$ cat src/design/assert_macros.svh
// ----------------------------------------------------------------------------
// Assertion macros
// Shared concurrent assertion wrappers for the engine start controller.
// ----------------------------------------------------------------------------
`ifndef ASSERT_MACROS_SVH
`define ASSERT_MACROS_SVH

// Implication check on the rising clock edge, disabled while in reset.
`define ASSERT_IMPL(label, clk, rstn, ante, cons, msg) \
    label: assert property (@(posedge clk) disable iff (!rstn) (ante) |-> (cons)) \
        else $error(msg);

// Next-cycle implication check, disabled while in reset.
`define ASSERT_NEXT(label, clk, rstn, ante, cons, msg) \
    label: assert property (@(posedge clk) disable iff (!rstn) (ante) |=> (cons)) \
        else $error(msg);

`endif

$ cat src/design/resc_pkg.sv
// ----------------------------------------------------------------------------
// resc_pkg
// Types and constants of the remote engine start controller.
// ----------------------------------------------------------------------------
package resc_pkg;

    typedef enum logic [2:0] {
        CMD_TICK  = 3'd0,
        CMD_START = 3'd1,
        CMD_STOP  = 3'd2,
        CMD_QUERY = 3'd3,
        CMD_LED   = 3'd4
    } cmd_t;

    typedef enum logic [2:0] {
        RPL_ACK      = 3'd0,
        RPL_STARTING = 3'd1,
        RPL_ALREADY  = 3'd2,
        RPL_STOPPED  = 3'd3,
        RPL_VOLTAGE  = 3'd4,
        RPL_BUSY     = 3'd5
    } reply_t;

    typedef enum logic [2:0] {
        EV_NONE      = 3'd0,
        EV_STARTED   = 3'd1,
        EV_FAILED    = 3'd2,
        EV_STOPPED   = 3'd3,
        EV_ALREADY   = 3'd4
    } event_t;

    typedef enum logic [1:0] {
        PH_STOP  = 2'd0,
        PH_WARM  = 2'd1,
        PH_CRANK = 2'd2,
        PH_RUN   = 2'd3
    } phase_t;

    typedef enum logic [1:0] {
        REG_IGN_DELAY  = 2'd0,
        REG_CRANK_TO   = 2'd1,
        REG_CRANK_STOP = 2'd2,
        REG_ALREADY    = 2'd3
    } reg_idx_t;

    typedef struct packed {
        reply_t      reply_code;
        logic [7:0]  reply_value;
        event_t      event_res;
        logic        ignition_on;
        logic        starter_on;
        logic        led_on;
        phase_t      phase_now;
    } result_t;

    localparam logic [15:0] IGN_DELAY_RST  = 16'd3000;
    localparam logic [15:0] CRANK_TO_RST   = 16'd2000;
    localparam logic [15:0] CRANK_STOP_RST = 16'd12500;
    localparam logic [15:0] ALREADY_RST    = 16'd13000;

    localparam logic [10:0] MS_PER_SEC_LIM  = 11'd1000;
    localparam logic [6:0]  SEC_PER_MIN_LIM = 7'd60;
    localparam logic [7:0]  ARG_KEEP        = 8'd255;

    // mv / 100 = (mv * 5243) >> 19, exact for mv below 43690
    localparam logic [15:0] MV_SAT_LIMIT = 16'd25600;
    localparam logic [12:0] DIV100_RECIP = 13'd5243;
    localparam int          DIV100_SHIFT = 19;

endpackage

$ cat src/design/remote_engine_start_controller_top.sv
// ----------------------------------------------------------------------------
// remote_engine_start_controller_top
// Remote engine start sequencer: ignition warmup, cranking, timed run.
// ----------------------------------------------------------------------------
// Usage:
//   Input channel (s_*): one word per 1 ms tick or command (start, stop,
//   voltage query, led set), each with the current battery sample in mV.
//   Result channel (m_*): exactly one result word per input word, showing
//   the reply, an event code and the relay/led/phase state after the word.
//   Config port: cfg_wr_en/cfg_index/cfg_wdata write the four 16-bit
//   thresholds; write only while no words are in flight.
//   Result path: a taken word's result is registered into the result
//   register on m_* when it is free; a stalled word waits in the skid.
//   Throughput: one word per cycle while s_ready is high; the state update
//   is a single combinational pass from the state registers to the buffer.
//   Stalls: a two-entry output buffer (result register plus skid) keeps
//   s_ready high while one result waits; s_ready is low whenever the skid
//   entry is occupied, and comes back the cycle after m_ready drains it.
//   Reset (aresetn low, synchronous): phase stopped, relays off, led on,
//   counters zero, thresholds back to defaults, output buffer empty.
// ----------------------------------------------------------------------------
`include "assert_macros.svh"

module remote_engine_start_controller_top (
    input  logic        aclk,
    input  logic        aresetn,
    // config write port
    input  logic        cfg_wr_en,
    input  logic [1:0]  cfg_index,
    input  logic [15:0] cfg_wdata,
    // input words
    input  logic        s_valid,
    output logic        s_ready,
    input  logic [2:0]  s_cmd,
    input  logic [7:0]  s_arg_byte,
    input  logic [15:0] s_battery_mv,
    // result words
    output logic        m_valid,
    input  logic        m_ready,
    output logic [2:0]  m_reply_code,
    output logic [7:0]  m_reply_value,
    output logic [2:0]  m_event_res,
    output logic        m_ignition_on,
    output logic        m_starter_on,
    output logic        m_led_on,
    output logic [1:0]  m_phase_now
);

    // ------------------------------------------------------------------
    // Configuration registers
    // ------------------------------------------------------------------
    logic [15:0] ign_delay_reg;
    logic [15:0] crank_to_reg;
    logic [15:0] crank_stop_reg;
    logic [15:0] already_reg;

    always_ff @(posedge aclk) begin
        if (!aresetn) begin
            ign_delay_reg  <= resc_pkg::IGN_DELAY_RST;
            crank_to_reg   <= resc_pkg::CRANK_TO_RST;
            crank_stop_reg <= resc_pkg::CRANK_STOP_RST;
            already_reg    <= resc_pkg::ALREADY_RST;
        end else if (cfg_wr_en) begin
            case (resc_pkg::reg_idx_t'(cfg_index))
                resc_pkg::REG_IGN_DELAY:  ign_delay_reg  <= cfg_wdata;
                resc_pkg::REG_CRANK_TO:   crank_to_reg   <= cfg_wdata;
                resc_pkg::REG_CRANK_STOP: crank_stop_reg <= cfg_wdata;
                resc_pkg::REG_ALREADY:    already_reg    <= cfg_wdata;
                default: ;
            endcase
        end
    end

    // ------------------------------------------------------------------
    // Sequencer state
    // ------------------------------------------------------------------
    resc_pkg::phase_t phase_reg, phase_next;
    logic [15:0] timer_reg, timer_next;
    logic [7:0]  minutes_reg, minutes_next;
    logic [10:0] ms_reg, ms_next;
    logic [6:0]  sec_reg, sec_next;
    logic        timed_reg, timed_next;
    logic        ign_reg, ign_next;
    logic        led_reg, led_next;

    resc_pkg::result_t res_next;

    // output buffer
    resc_pkg::result_t out_reg, skid_reg;
    logic out_valid_reg, skid_valid_reg;

    logic push, pop;
    assign s_ready = !skid_valid_reg;
    assign push    = s_valid && s_ready;
    assign pop     = out_valid_reg && m_ready;

    // Voltage query: saturate at 25.5 V, else reciprocal multiply by 1/100.
    logic [28:0] div_prod;
    logic [7:0]  volt_q;
    assign div_prod = s_battery_mv * resc_pkg::DIV100_RECIP;
    assign volt_q   = (s_battery_mv >= resc_pkg::MV_SAT_LIMIT) ? 8'hFF
                    : div_prod[resc_pkg::DIV100_SHIFT +: 8];

    // Saturating phase timer increment
    logic [15:0] timer_inc;
    assign timer_inc = (timer_reg == 16'hFFFF) ? timer_reg : timer_reg + 16'd1;

    // Run countdown helpers
    logic [10:0] ms_inc;
    logic        sec_roll;
    logic [6:0]  sec_inc;
    assign ms_inc   = ms_reg + 11'd1;
    assign sec_roll = ms_inc > resc_pkg::MS_PER_SEC_LIM;
    assign sec_inc  = sec_reg + {6'd0, sec_roll};

    logic busy;
    assign busy = (phase_reg == resc_pkg::PH_WARM) || (phase_reg == resc_pkg::PH_CRANK);

    always_comb begin
        phase_next   = phase_reg;
        timer_next   = timer_reg;
        minutes_next = minutes_reg;
        ms_next      = ms_reg;
        sec_next     = sec_reg;
        timed_next   = timed_reg;
        ign_next     = ign_reg;
        led_next     = led_reg;
        res_next.reply_code  = resc_pkg::RPL_ACK;
        res_next.reply_value = 8'd0;
        res_next.event_res   = resc_pkg::EV_NONE;

        if (s_cmd == resc_pkg::CMD_TICK) begin
            case (phase_reg)
                resc_pkg::PH_WARM: begin
                    if (timer_inc >= ign_delay_reg) begin
                        phase_next = resc_pkg::PH_CRANK;
                        timer_next = 16'd0;
                    end else begin
                        timer_next = timer_inc;
                    end
                end
                resc_pkg::PH_CRANK: begin
                    if (s_battery_mv >= crank_stop_reg) begin
                        phase_next = resc_pkg::PH_RUN;
                        res_next.event_res = resc_pkg::EV_STARTED;
                    end else if (timer_reg > crank_to_reg) begin
                        ign_next   = 1'b0;
                        phase_next = resc_pkg::PH_STOP;
                        timed_next = 1'b0;
                        res_next.event_res = resc_pkg::EV_FAILED;
                    end else begin
                        timer_next = timer_inc;
                    end
                end
                resc_pkg::PH_RUN: begin
                    if (timed_reg) begin
                        if (minutes_reg != 8'd0) begin
                            // strict compares: rollover at 1001 ms and 61 s
                            ms_next = sec_roll ? 11'd0 : ms_inc;
                            if (sec_inc > resc_pkg::SEC_PER_MIN_LIM) begin
                                sec_next     = 7'd0;
                                minutes_next = minutes_reg - 8'd1;
                            end else begin
                                sec_next = sec_inc;
                            end
                        end else begin
                            ign_next   = 1'b0;
                            phase_next = resc_pkg::PH_STOP;
                            timed_next = 1'b0;
                            res_next.event_res = resc_pkg::EV_STOPPED;
                        end
                    end
                end
                default: ;
            endcase
        end else if (busy && (s_cmd <= resc_pkg::CMD_LED)) begin
            res_next.reply_code = resc_pkg::RPL_BUSY;
        end else begin
            case (s_cmd)
                resc_pkg::CMD_START: begin
                    if (s_battery_mv > already_reg) begin
                        phase_next = resc_pkg::PH_RUN;
                        res_next.reply_code = resc_pkg::RPL_ALREADY;
                        res_next.event_res  = resc_pkg::EV_ALREADY;
                    end else begin
                        if (s_arg_byte != resc_pkg::ARG_KEEP) begin
                            minutes_next = s_arg_byte;
                        end
                        timed_next = 1'b1;
                        ign_next   = 1'b1;
                        phase_next = resc_pkg::PH_WARM;
                        timer_next = 16'd0;
                        res_next.reply_code = resc_pkg::RPL_STARTING;
                    end
                end
                resc_pkg::CMD_STOP: begin
                    ign_next   = 1'b0;
                    phase_next = resc_pkg::PH_STOP;
                    timed_next = 1'b0;
                    res_next.reply_code = resc_pkg::RPL_STOPPED;
                    res_next.event_res  = resc_pkg::EV_STOPPED;
                end
                resc_pkg::CMD_QUERY: begin
                    res_next.reply_code  = resc_pkg::RPL_VOLTAGE;
                    res_next.reply_value = volt_q;
                end
                resc_pkg::CMD_LED: begin
                    if (s_arg_byte != resc_pkg::ARG_KEEP) begin
                        led_next = (s_arg_byte != 8'd0);
                    end
                end
                default: ;  // unknown codes: plain ack, no change
            endcase
        end

        res_next.ignition_on = ign_next;
        res_next.starter_on  = (phase_next == resc_pkg::PH_CRANK);
        res_next.led_on      = led_next;
        res_next.phase_now   = phase_next;
    end

    always_ff @(posedge aclk) begin
        if (!aresetn) begin
            phase_reg   <= resc_pkg::PH_STOP;
            timer_reg   <= 16'd0;
            minutes_reg <= 8'd0;
            ms_reg      <= 11'd0;
            sec_reg     <= 7'd0;
            timed_reg   <= 1'b0;
            ign_reg     <= 1'b0;
            led_reg     <= 1'b1;
        end else if (push) begin
            phase_reg   <= phase_next;
            timer_reg   <= timer_next;
            minutes_reg <= minutes_next;
            ms_reg      <= ms_next;
            sec_reg     <= sec_next;
            timed_reg   <= timed_next;
            ign_reg     <= ign_next;
            led_reg     <= led_next;
        end
    end

    // ------------------------------------------------------------------
    // Output buffer: result register plus one skid entry
    // ------------------------------------------------------------------
    always_ff @(posedge aclk) begin
        if (!aresetn) begin
            out_valid_reg  <= 1'b0;
            skid_valid_reg <= 1'b0;
        end else if (skid_valid_reg) begin
            if (pop) begin
                skid_valid_reg <= 1'b0;
            end
        end else if (push) begin
            if (out_valid_reg && !pop) begin
                skid_valid_reg <= 1'b1;
            end else begin
                out_valid_reg <= 1'b1;
            end
        end else if (pop) begin
            out_valid_reg <= 1'b0;
        end
    end

    always_ff @(posedge aclk) begin
        if (skid_valid_reg) begin
            if (pop) begin
                out_reg <= skid_reg;
            end
        end else if (push) begin
            if (out_valid_reg && !pop) begin
                skid_reg <= res_next;
            end else begin
                out_reg <= res_next;
            end
        end
    end

    assign m_valid       = out_valid_reg;
    assign m_reply_code  = out_reg.reply_code;
    assign m_reply_value = out_reg.reply_value;
    assign m_event_res   = out_reg.event_res;
    assign m_ignition_on = out_reg.ignition_on;
    assign m_starter_on  = out_reg.starter_on;
    assign m_led_on      = out_reg.led_on;
    assign m_phase_now   = out_reg.phase_now;

    // ------------------------------------------------------------------
    // Assertions
    // ------------------------------------------------------------------
    `ASSERT_IMPL(a_skid_needs_out, aclk, aresetn, skid_valid_reg, out_valid_reg, "skid full, result empty")
    `ASSERT_NEXT(a_stall_fills_skid, aclk, aresetn, push && out_valid_reg && !m_ready, skid_valid_reg, "stalled word not held in skid")
    `ASSERT_IMPL(a_busy_has_ign, aclk, aresetn, busy, ign_reg, "warmup or crank without ignition")
    `ASSERT_IMPL(a_starter_with_ign, aclk, aresetn, m_valid && m_starter_on, m_ignition_on, "starter driven without ignition")

endmodule
$ cat config.mk
export PLATFORM = sky130hd
export DESIGN_NAME = remote_engine_start_controller_top
export DESIGN_NICKNAME = d
export VERILOG_FILES = /design/src/design/resc_pkg.sv /design/src/design/remote_engine_start_controller_top.sv
export VERILOG_INCLUDE_DIRS = /design/src /design/src/design
export SDC_FILE = /design/constraint.sdc
export NUM_CORES = 1
export LEC_CHECK = 0
export BUFFER_PORTS_ARGS = -buffer_cell sky130_fd_sc_hd__buf_2
export CAP_MARGIN = 30
export CORE_ASPECT_RATIO = 1.4
export CORE_UTILIZATION = 55
export CTS_BUF_LIST = sky130_fd_sc_hd__clkbuf_4 sky130_fd_sc_hd__clkbuf_8
export DETAILED_ROUTE_END_ITERATION = 10
export HOLD_SLACK_MARGIN = 0.05
export PLACE_DENSITY = 0.76
export SLEW_MARGIN = 20
export SYNTH_ARGS = -nofsm -noshare
export SYNTH_HDL_FRONTEND = slang
export SYNTH_SLANG_ARGS = --single-unit
$ cat constraint.sdc
create_clock -name aclk -period 5.6 [get_ports aclk]
set_input_delay 1.12 -clock aclk [delete_from_list [all_inputs] [get_ports aclk]]
set_output_delay 1.12 -clock aclk [all_outputs]
set_load 0.01 [all_outputs]
==> After elaboration in Yosys (flattened, before gate mapping) <==
Cells that the tools add are included.
{ "op_classes": {"add_sub_neg": 4, "n_mul": 1, "n_lt_le_gt_ge": 8, "eq_ne": 28, "muxes": 78, "n_bitwise": 1, "reduce_logical": 27} }
{ "op_table": {"columns": ["op", "n"], "rows": [
  ["$mux W16", 8],
  ["$mux W8", 11],
  ["$mux W19", 4],
  ["$mux W11", 3],
  ["$ge A16 B16 Y1", 2],
  ["$gt A16 B16 Y1", 2],
  ["$pmux W16 S2", 1],
  ["$mul A16 B13 Y27 const B", 1],
  ["$mux W2", 13],
  ["$mux W1", 25],
  ["$add A16 B1 Y16 const B", 1],
  ["$eq A16 B16 Y1 const B", 1],
  ["$ge A16 B15 Y1 const B", 1],
  ["$reduce_bool A8 Y1", 2],
  ["$reduce_and A7 Y1", 2],
  ["$ne A3 B3 Y1 const B", 4],
  ["$add A11 B1 Y11 const B", 1],
  ["$gt A11 B10 Y1 const B", 1],
  ["$eq A2 B2 Y1 const B", 5],
  ["$ne A2 B2 Y1 const B", 5],
  ["$mux W3", 3],
  ["$pmux W3 S3", 1],
  ["$reduce_and A3 Y1", 3],
  ["$reduce_and A9 Y1", 1],
  ["other kinds (26)", 46]
]} }
{ "word_totals": {"ff_bits": 151, "in_bits": 50, "output_inout_bits": 21, "wordCells": 175} }

==> Longest topological paths before layout <==
Gate-level depths: netlist of the first run.
{ "depth": {"ltp_word": 10, "ltp_mapped": 18, "mapped_depth_nobuf": 18} }

==> Least setup slack after synthesis of the first run <==
OpenSTA, ideal clock, no wires.
{ "synth_path": {"path_kind": "input to register", "start": "input port s_battery_mv[12]", "end": "register skid_reg[13] in the netlist's numbering, data pin", "setup_ns": 0.272, "arrival_time_ns": 5.376, "required_time_ns": 5.328, "slack_ns": -0.049, "path_stages": 18, "path_buffers": 0, "cell_sequence": "fa_1 ha_1 inv_1 fa_1 inv_1 fa_1 inv_1 fa_1 inv_1 ha_1 a21o_1 a21o_1 a21oi_1 o31ai_1 o41ai_1 o21ba_2 xor2_1 a21oi_1"} }
{ "synth_lines": {"columns": ["item", "line", "source"], "rows": [
  ["from (decl)", "remote_engine_start_controller_top.sv:36", "input logic [15:0] s_battery_mv,"],
  ["to (signal assigned)", "remote_engine_start_controller_top.sv:273", "skid_reg <= res_next;"],
  ["to (decl)", "remote_engine_start_controller_top.sv:89", "resc_pkg::result_t out_reg, skid_reg;"]
]} }

==> run summary, run 1 <==
The post-detailed-route via-to-cell ratio is 5.65. The post-route cell area is 0.0145 mm². The worst-case setup slack after placement came out at -435 ps. The violation count after the first detailed-routing iteration came out at 520. The maximum fanout count along the critical path came out at 5. The DRC violation count after routing is 0. The number of buffers created by CTS came out at 17.

The static power due to leakage is 6.65 nW. The first-pass GRT wire length came out at 49,100 µm. By area the synthesized netlist is led by ha_1 (18%), dfxtp_1 (18%), fa_1 (12%).

The flip-flop count of the largest register after layout is 19. STA classifies the critical path startpoint as a primary input. The total power of the final layout is 4.94 mW. The final HPWL from detailed placement is 23,800 µm. The number of placed I/O pins came out at 71.

The final hold violation count came to 0. The number of hold buffers added after CTS was 0. The number of H-tree levels is 4. For this run, the leading register cell type out of synthesis is dfxtp_1. The sequential fraction of the synthesis area came out at 26.8%. The root buffer cell chosen for the clock tree is clkbuf_8.

The register bit count reported by yosys is 151. The slew at the pin with the worst max-slew slack is 895 ps. In this run the standard cell core region covers 0.0226 mm². Input and output buffers added on the ports amount to 70. The number of instances in the synthesized netlist is 1,434. The floorplan has 65 rows. The tightest hold path in the finished design has a slack of 457 ps. The via count of the first global-routing pass is 10,600. The number of antenna violations at the first check in global routing is 0. In this run the critical register-to-register path is launched from timer_reg[1]. The number of sinks on the clock net came out at 151.

Once detail routing completed, the nets flagged for antenna violations numbered 0. After clock tree synthesis, the clock-pin slew on the worst setup and hold paths is 90 ps. The remaining global-route overflow came out at 0. The cell area after synthesis came out at 0.0127 mm². Leaving out fill and tap cells, the most frequent cell in the layout is inv_1. The net count of the finished layout is 1,870. The logic depth of the worst register-to-register path came out at 17. In this run the worst hold path is classified as reg -> reg. Timing would allow up to 181 MHz. Counting distinct cell types in the post-synthesis netlist gives 83.

The total of warnings raised by yosys came out at 0. The vertical die dimension is 182 µm. Counting stages on the worst path, the most repeated cell is fa_1. The number of violations of the max-capacitance limit came out at 0. The final total negative setup slack is 0 ps. The largest voltage drop on the vdd net came out at 0.000288 V. The portion of the clock cycle consumed by the worst path in the final layout is 98.8%.

The end of the critical path is skid_reg[14]. The worst-case clock buffer depth is 2. The share of cells above drive strength 1 came out at 16.7%. The overall die area came out at 0.0237 mm². The portion of synthesized cell area occupied by the leading cell type is 18.0%.

The count of cells in the finished layout, fillers not included, comes to 1,877. The total wirelength of the detailed-routed design is 30,600 µm. The run finished with clean final reports. The worst pin sits at a relative slew slack of 40.4%.

Of all cell types, the one taking the most synthesized area is ha_1. The largest net degree at the start of global routing came out at 70. The number of synthesized flops with an enable pin came out at 38. The type of the worst setup path is in -> reg.

In this run the critical register-to-register path is captured at m_phase_now[1]. The slowest stage of the critical path belongs to the cell fa_1. For this run, the detailed router's first-pass iteration total came to 7. Walking the worst path, the cells encountered are buf_2 -> ha_1 -> fa_1 -> fa_1 -> fa_1 -> inv_1 -> fa_1 -> inv_1 -> ha_1 -> buf_4 -> a21oi_2 -> o21ai_2 -> a22oi_2 -> inv_2 -> o41ai_4 -> o21a_1 -> xor2_2 -> a21oi_1. TritonCTS built the clock tree.

For this run, the share of the core covered by cells in the final layout is 64.0%. The setup check on the worst reg-to-reg path leaves a slack of 980 ps. Once routing completed, OpenROAD measured the worst setup slack at 70.0 ps. The critical path endpoint category is a flip-flop. The largest single stage delay on the critical path is 590 ps. Tracing the worst setup path back leads to its startpoint at s_battery_mv[10].

The worst path required time came out at 5790 ps. The total count of max-transition violations in the final report is 0. The final critical delay including setup and external delays is 5530 ps.

On the final layout, the worst clock skew is 10.6 ps. The final setup violation count is 0. The initial cell density of the core is 56.2%. The die span in x came out at 130 µm. For this block, the via count after detailed routing is 10,600. For this run, the total global-route usage over all layers was measured as 26.4%. Dividing total power by cell area gives a power density of 342 mW/mm².

The top cell types in the final layout, fill and taps aside, are inv_1 (222), nand2_1 (177), ha_1 (175). The placer's final routability congestion estimate came out at 0.934. The number of cells in the design after placement came out at 1,843. Clock latency on the worst-skew pair, taken at its later pin, is 470 ps. The number of nets handed over by synthesis was 1,741. 0 antenna diodes ended up in the layout. The detail-routed net length per standard cell is 16.3 µm.

The post-placement cell area is 0.0139 mm². The share of async-settable or async-resettable flops after synthesis came out at 0%. At the worst endpoint, the arrival time is 5720 ps. The average instance area after synthesis is 8.86 µm². The area added between synthesis and finish is 13.8%.
==> Yosys cell counts, types with 4 or more instances <==
library cell / n
inv_1: 224
o21bai_1: 4
buf_2: 6
a21o_1: 15
o21ai_0: 47
a21oi_1: 109
nand3b_1: 4
or3_1: 8
or4_1: 4
ha_1: 183
edfxtp_1: 38
and3_1: 14
nand4_1: 21
a32o_1: 6
nand2_1: 178
nand3_1: 32
mux2_2: 14
nor3_1: 31
xor2_1: 8
a211oi_1: 8
a211o_1: 4
and4_1: 4
nand2b_1: 7
a211o_2: 5
xnor2_1: 20
mux2i_1: 7
buf_6: 4
o41ai_1: 4
dfxtp_1: 113
a31oi_1: 8
o211ai_1: 35
fa_1: 74
buf_1: 4
nor4_1: 4
nor2_1: 48
o31ai_1: 12
o21a_1: 15
buf_4: 4
nor2b_1: 15
clkbuf_1: 30
==> power breakdown <==
part | switching, mW | internal (mW)
Combinational | 1.61 | 1.32
Sequential | 0.0203 | 1.17
Clock | 0.454 | 0.361
==> layer usage <==
layer	vias to the layer above	share of wire, %	GRT usage (%)
li1	5186	-	-
met1	5094	38	28.3
met2	234	54	49.9
met3	83	2.9	3.03
met4	0	4.6	13.2
met5	-	0	0
==> cells by family after synthesis <==
family | synth area share (%)
and+or+nand+nor | 14.8
AOI/OAI and AO/OA | 16.4
buffers and inverters | 8.68
adders and majority gates | 29.7
DFF | 26.8
xor gates and xnor gates | 1.93
muxes | 1.79
==> critical path: cells and delay by family <==
| family | cells | cell delay (ps) |
|---|---|---|
| adder cells (fa/ha/maj) | 6 | 2770 |
| AO/OA/AOI/OAI | 6 | 1160 |
| buffers and inverters | 5 | 510 |
| XOR/XNOR | 1 | 180 |
==> final cells by class <==
type                       count  area (µm²)
multi-input combinational   1006        8400
fill                        1920        8150
sequential                   151        3400
timing repair buffer         160        1050
inverter                     227         852
tap                          301         377
clock buffer                  17         234
clock inverter                15         144
==> worst min-delay path by stage <==
stage | startpoint | to | depth (start not counted)
after global routing | ign_delay_reg[12] | ign_delay_reg[12] | 2
after floorplan | already_reg[10] | already_reg[10] | 2
after CTS | already_reg[5] | already_reg[5] | 2
after detailed placement | already_reg[5] | already_reg[5] | 2
final | crank_stop_reg[1] | crank_stop_reg[1] | 2
after global placement | crank_stop_reg[10] | crank_stop_reg[10] | 2
==> repair_timing <==
action	CTS	global route
setup endpoints to repair	0	11
hold endpoints to repair	0	0
gates resized for setup	0	35
setup buffers	0	2
(Power assumes the default switching activity.)
==> run 2, diff against run 1 <==
--- a/config.mk
+++ b/config.mk
@@ -6,14 +6,14 @@
 export SDC_FILE = /design/constraint.sdc
 export NUM_CORES = 1
 export LEC_CHECK = 0
-export BUFFER_PORTS_ARGS = -buffer_cell sky130_fd_sc_hd__buf_2
 export CAP_MARGIN = 30
 export CORE_ASPECT_RATIO = 1.4
 export CORE_UTILIZATION = 55
 export CTS_BUF_LIST = sky130_fd_sc_hd__clkbuf_4 sky130_fd_sc_hd__clkbuf_8
 export DETAILED_ROUTE_END_ITERATION = 10
+export DONT_BUFFER_PORTS = 1
 export HOLD_SLACK_MARGIN = 0.05
-export PLACE_DENSITY = 0.76
+export PLACE_DENSITY = 0.7
 export SLEW_MARGIN = 20
 export SYNTH_ARGS = -nofsm -noshare
 export SYNTH_HDL_FRONTEND = slang
==> constraint.sdc (replaced) <==
create_clock -name aclk -period 5.3 [get_ports aclk]
set_input_delay 1.06 -clock aclk [delete_from_list [all_inputs] [get_ports aclk]]
set_output_delay 1.06 -clock aclk [all_outputs]
set_load 0.01 [all_outputs]
==> run 2 against run 1 <==
Sequential share of layout area increased by 1.1 points. Setup slack improved by 150 ps. Total power increased by 3.2%. Cell count decreased by 5.6%. Core utilization decreased by 2.8 points. Die area unchanged. Register-to-register slack got worse by 220 ps. First-iteration DRC count decreased by 0.96%. Clock skew increased by 4.2 ps. Clock-buffer cell count unchanged. Routed wire length decreased by 1.9%.
==> run summary, run 2 (synthesis gave the netlist of run 1 again) <==
The post-route worst setup slack is 218 ps (+148 ps). Leaving out fill and tap cells, the most frequent cell in the layout is inv_1. The worst path required time was 5530 ps (-260 ps). The proportion of power drawn by flip-flops and latches is 24.9% (+0.8 points). The post-detailed-route count of antenna-violating nets was 0 (unchanged). The number of H-tree levels is 4 (unchanged).

The static power due to leakage is 6.18 nW (-7.2%). The placeable core area came out at 0.0226 mm² (unchanged). The vertical die dimension is 182 µm (unchanged). The achievable clock frequency is 197 MHz.

The total count of max-transition violations in the final report came to 0 (unchanged). The relative max-transition margin was 41.7% (+1.4 points). The number of antenna violations at the first check in global routing came to 0 (unchanged). The net total in the final layout is 1,764 (-5.7%). STA classifies the critical path endpoint as a flip-flop. The die span in x came out at 130 µm (unchanged). The first-pass GRT wire length is 50,100 µm (+1.9%). The number of sinks on the clock net was 151 (unchanged). The post-detailed-route via-to-cell ratio came to 5.69 (+0.71%). The slew at the pin with the worst max-slew slack came out at 874 ps (-20.4 ps).

The worst setup path is launched from a primary input. The most critical setup path has its startpoint at s_battery_mv[5]. The maximum fanout count along the critical path came out at 6 (+1). The initial cell density of the core is 56.2% (unchanged). The detailed-routed wire length on met3 is 930 µm (+5.3%). The via count of the first global-routing pass came to 10,400 (-2.1%). The clock transition at the register clock pins on the worst setup and hold paths after CTS is 90 ps (about the same). In the layout the commonest cells are inv_1 (219), nand2_1 (177), ha_1 (173). The count of port buffers added during placement is 0 (-100%). The share of cells above drive strength 1 is 10.7% (-5.9 points).

The slack of the worst reg-to-reg path came out at 760 ps (-220 ps). The flip-flop count of the largest register after layout was 19 (unchanged). The logic depth of the worst register-to-register path is 16 (-1).

The overall die area came out at 0.0237 mm² (unchanged). The cell sitting at the root of the clock tree is a clkbuf_8. The power share of the combinational group is 57.7% (-1.7 points). The flow ran to the end, and the final reports show no timing, DRC or antenna violations.

TritonCTS built the clock tree. The final HPWL from detailed placement is 23,800 µm (-0.27%). Setup repair after global routing left no endpoint under its margin. The detail-routed net length per standard cell is 16.9 µm (+4.0%). In this run the worst hold path is classified as reg -> reg. The number of cells in the finished layout apart from fillers is 1,771 (-5.6%). The final critical delay including setup and external delays is 5080 ps. The placer's final routability congestion estimate came to 0.868 (-7.1%). The largest net degree at the start of global routing was 70 (unchanged). The critical path is of the in -> reg type.

The highest layer touched by signal routing is met4. The DRC violation count after routing came out at 0 (unchanged). The vias after detailed routing was 10,100 (-5.0%). The final setup violation count came out at 0 (unchanged). The fraction of power spent switching nets came to 40.7% (-1.6 points). The number of filler cells placed in the layout was 2,048 (+6.7%).

The power per standard cell area is 369 mW/mm² (+7.9%). The number of placed I/O pins is 71 (unchanged). The final hold violation count is 0 (unchanged). The total routed wire length on the met1 layer came out at 11,500 µm (-1.5%). The clock network latency to the later pin of the worst-skew pair came out at 470 ps (about the same).

The cell-internal power was 3.02 mW (+5.9%). The worst-case clock buffer depth is 2 (unchanged). The diode insertion count for antenna repair is 0 (unchanged). The final total negative setup slack is 0 ps (unchanged). The detailed-routing iteration count for the pre-antenna-repair pass is 5 (-2). The largest voltage drop on the vdd net is 0.000457 V (+59%). The total routing usage reported by global routing was 27.1% (+0.64 points). The portion of total power attributed to the clock network is 17.5% (+1.0 points). The data arrival time of the worst path was 5310 ps (-410 ps).

The sum of met2 wire segment lengths after detailed routing is 16,200 µm (-2.1%). The total wirelength of the detailed-routed design came out at 30,000 µm (-1.9%). The worst clock skew came to 14.8 ps (+4.19 ps). The utilization of the core after routing is 61.2% (-2.8 points). The portion of the clock cycle consumed by the worst path in the final layout came out at 95.9%.

The number of buffers added for setup after CTS came out at 0 (unchanged). The switching component of the power is 2.07 mW (-0.62%). The remaining global-route overflow came to 0 (unchanged). The number of violations of the max-capacitance limit is 0 (unchanged). The area growth from synthesis to layout is 8.79%. The violation count after the first detailed-routing iteration is 515 (-0.96%). The worst-case setup slack after placement is -290 ps (+146 ps). The cell depth of the worst min-delay path came to 2 (unchanged). The beginning of the worst hold path is crank_to_reg[5]. The number of rows in the core area came out at 65 (unchanged). The beginning of the worst register-to-register path is timer_reg[4]. The number of buffers created by CTS is 17 (unchanged).

The number of cells in the design after placement came out at 1,739 (-5.6%).
-- run 2: cell types whose count changed in the layout (fill, tap and decap cells not counted), moves of 3 or more --
cell,delta
clkinvlp_4,+3
clkbuf_4,-3
buf_4,-37
a21oi_2,-3
inv_1,-3
buf_2,-66
a21oi_1,+3
-- run 2: power groups by stage --
| stage | clock network, mW | logic [mW] | registers, mW |
|---|---|---|---|
| finish | 0.890 | 2.94 | 1.27 |
| global route | 0.957 | 3.33 | 1.27 |
| CTS | 0.910 | 2.96 | 1.27 |
| detailed placement | 0 | 2.93 | 1.30 |
| global placement | 0 | 2.87 | 1.30 |
| floorplan | 0 | 1.98 | 1.29 |
-- run 2: routing by layer --
metal | vias to the layer above | track usage, %
li1 | 4981 | -
met1 | 4844 | 28.9
met2 | 170 | 50.6
met3 | 75 | 3.80
met4 | 0 | 13.7
met5 | - | 0
-- run 2: timing repair --
item                                    4_1_cts  5_1_grt
hold buffers                                  0        0
gates resized for setup                       0        1
endpoints found under the setup margin        0        2
-- run 2: worst max-delay path, cell delays in order --
cell	delay (ps)
clkinvlp_4	90
fa_1	540
inv_1	50
ha_1	200
fa_1	450
fa_1	490
inv_1	60
fa_1	580
inv_1	90
ha_4	270
nand2_1	60
or3_4	400
o31ai_4	320
nor2_2	90
xnor2_1	160
a21oi_1	100
mux2_2	300
-- run 2: cell type report --
class / instances / area [µm²] / area share (%)
Multi-Input combinational cell: 1006 / 8390 / 60.7
Tap cell: 301 / 377 / 2.72
Clock buffer: 17 / 234 / 1.69
Sequential cell: 151 / 3400 / 24.6
Clock inverter: 15 / 156 / 1.13
Timing Repair Buffer: 54 / 413 / 2.99
Inverter: 227 / 856 / 6.19
-- run 2: worst paths after layout --
path                                          to
worst min-delay path             crank_to_reg[5]
worst max register to register    m_phase_now[1]
worst max-delay path            m_reply_value[2]
worst min register to register   crank_to_reg[5]
-- run 2: metrics by stage --
step	power, mW	cell area, µm²	hold WS, ps
2_1_floorplan	3.27	12900	436
3_3_place_gp	4.17	13400	443
3_5_place_dp	4.23	13400	447
4_1_cts	5.13	13800	461
5_1_grt	5.56	13800	477
6_report	5.10	13800	458
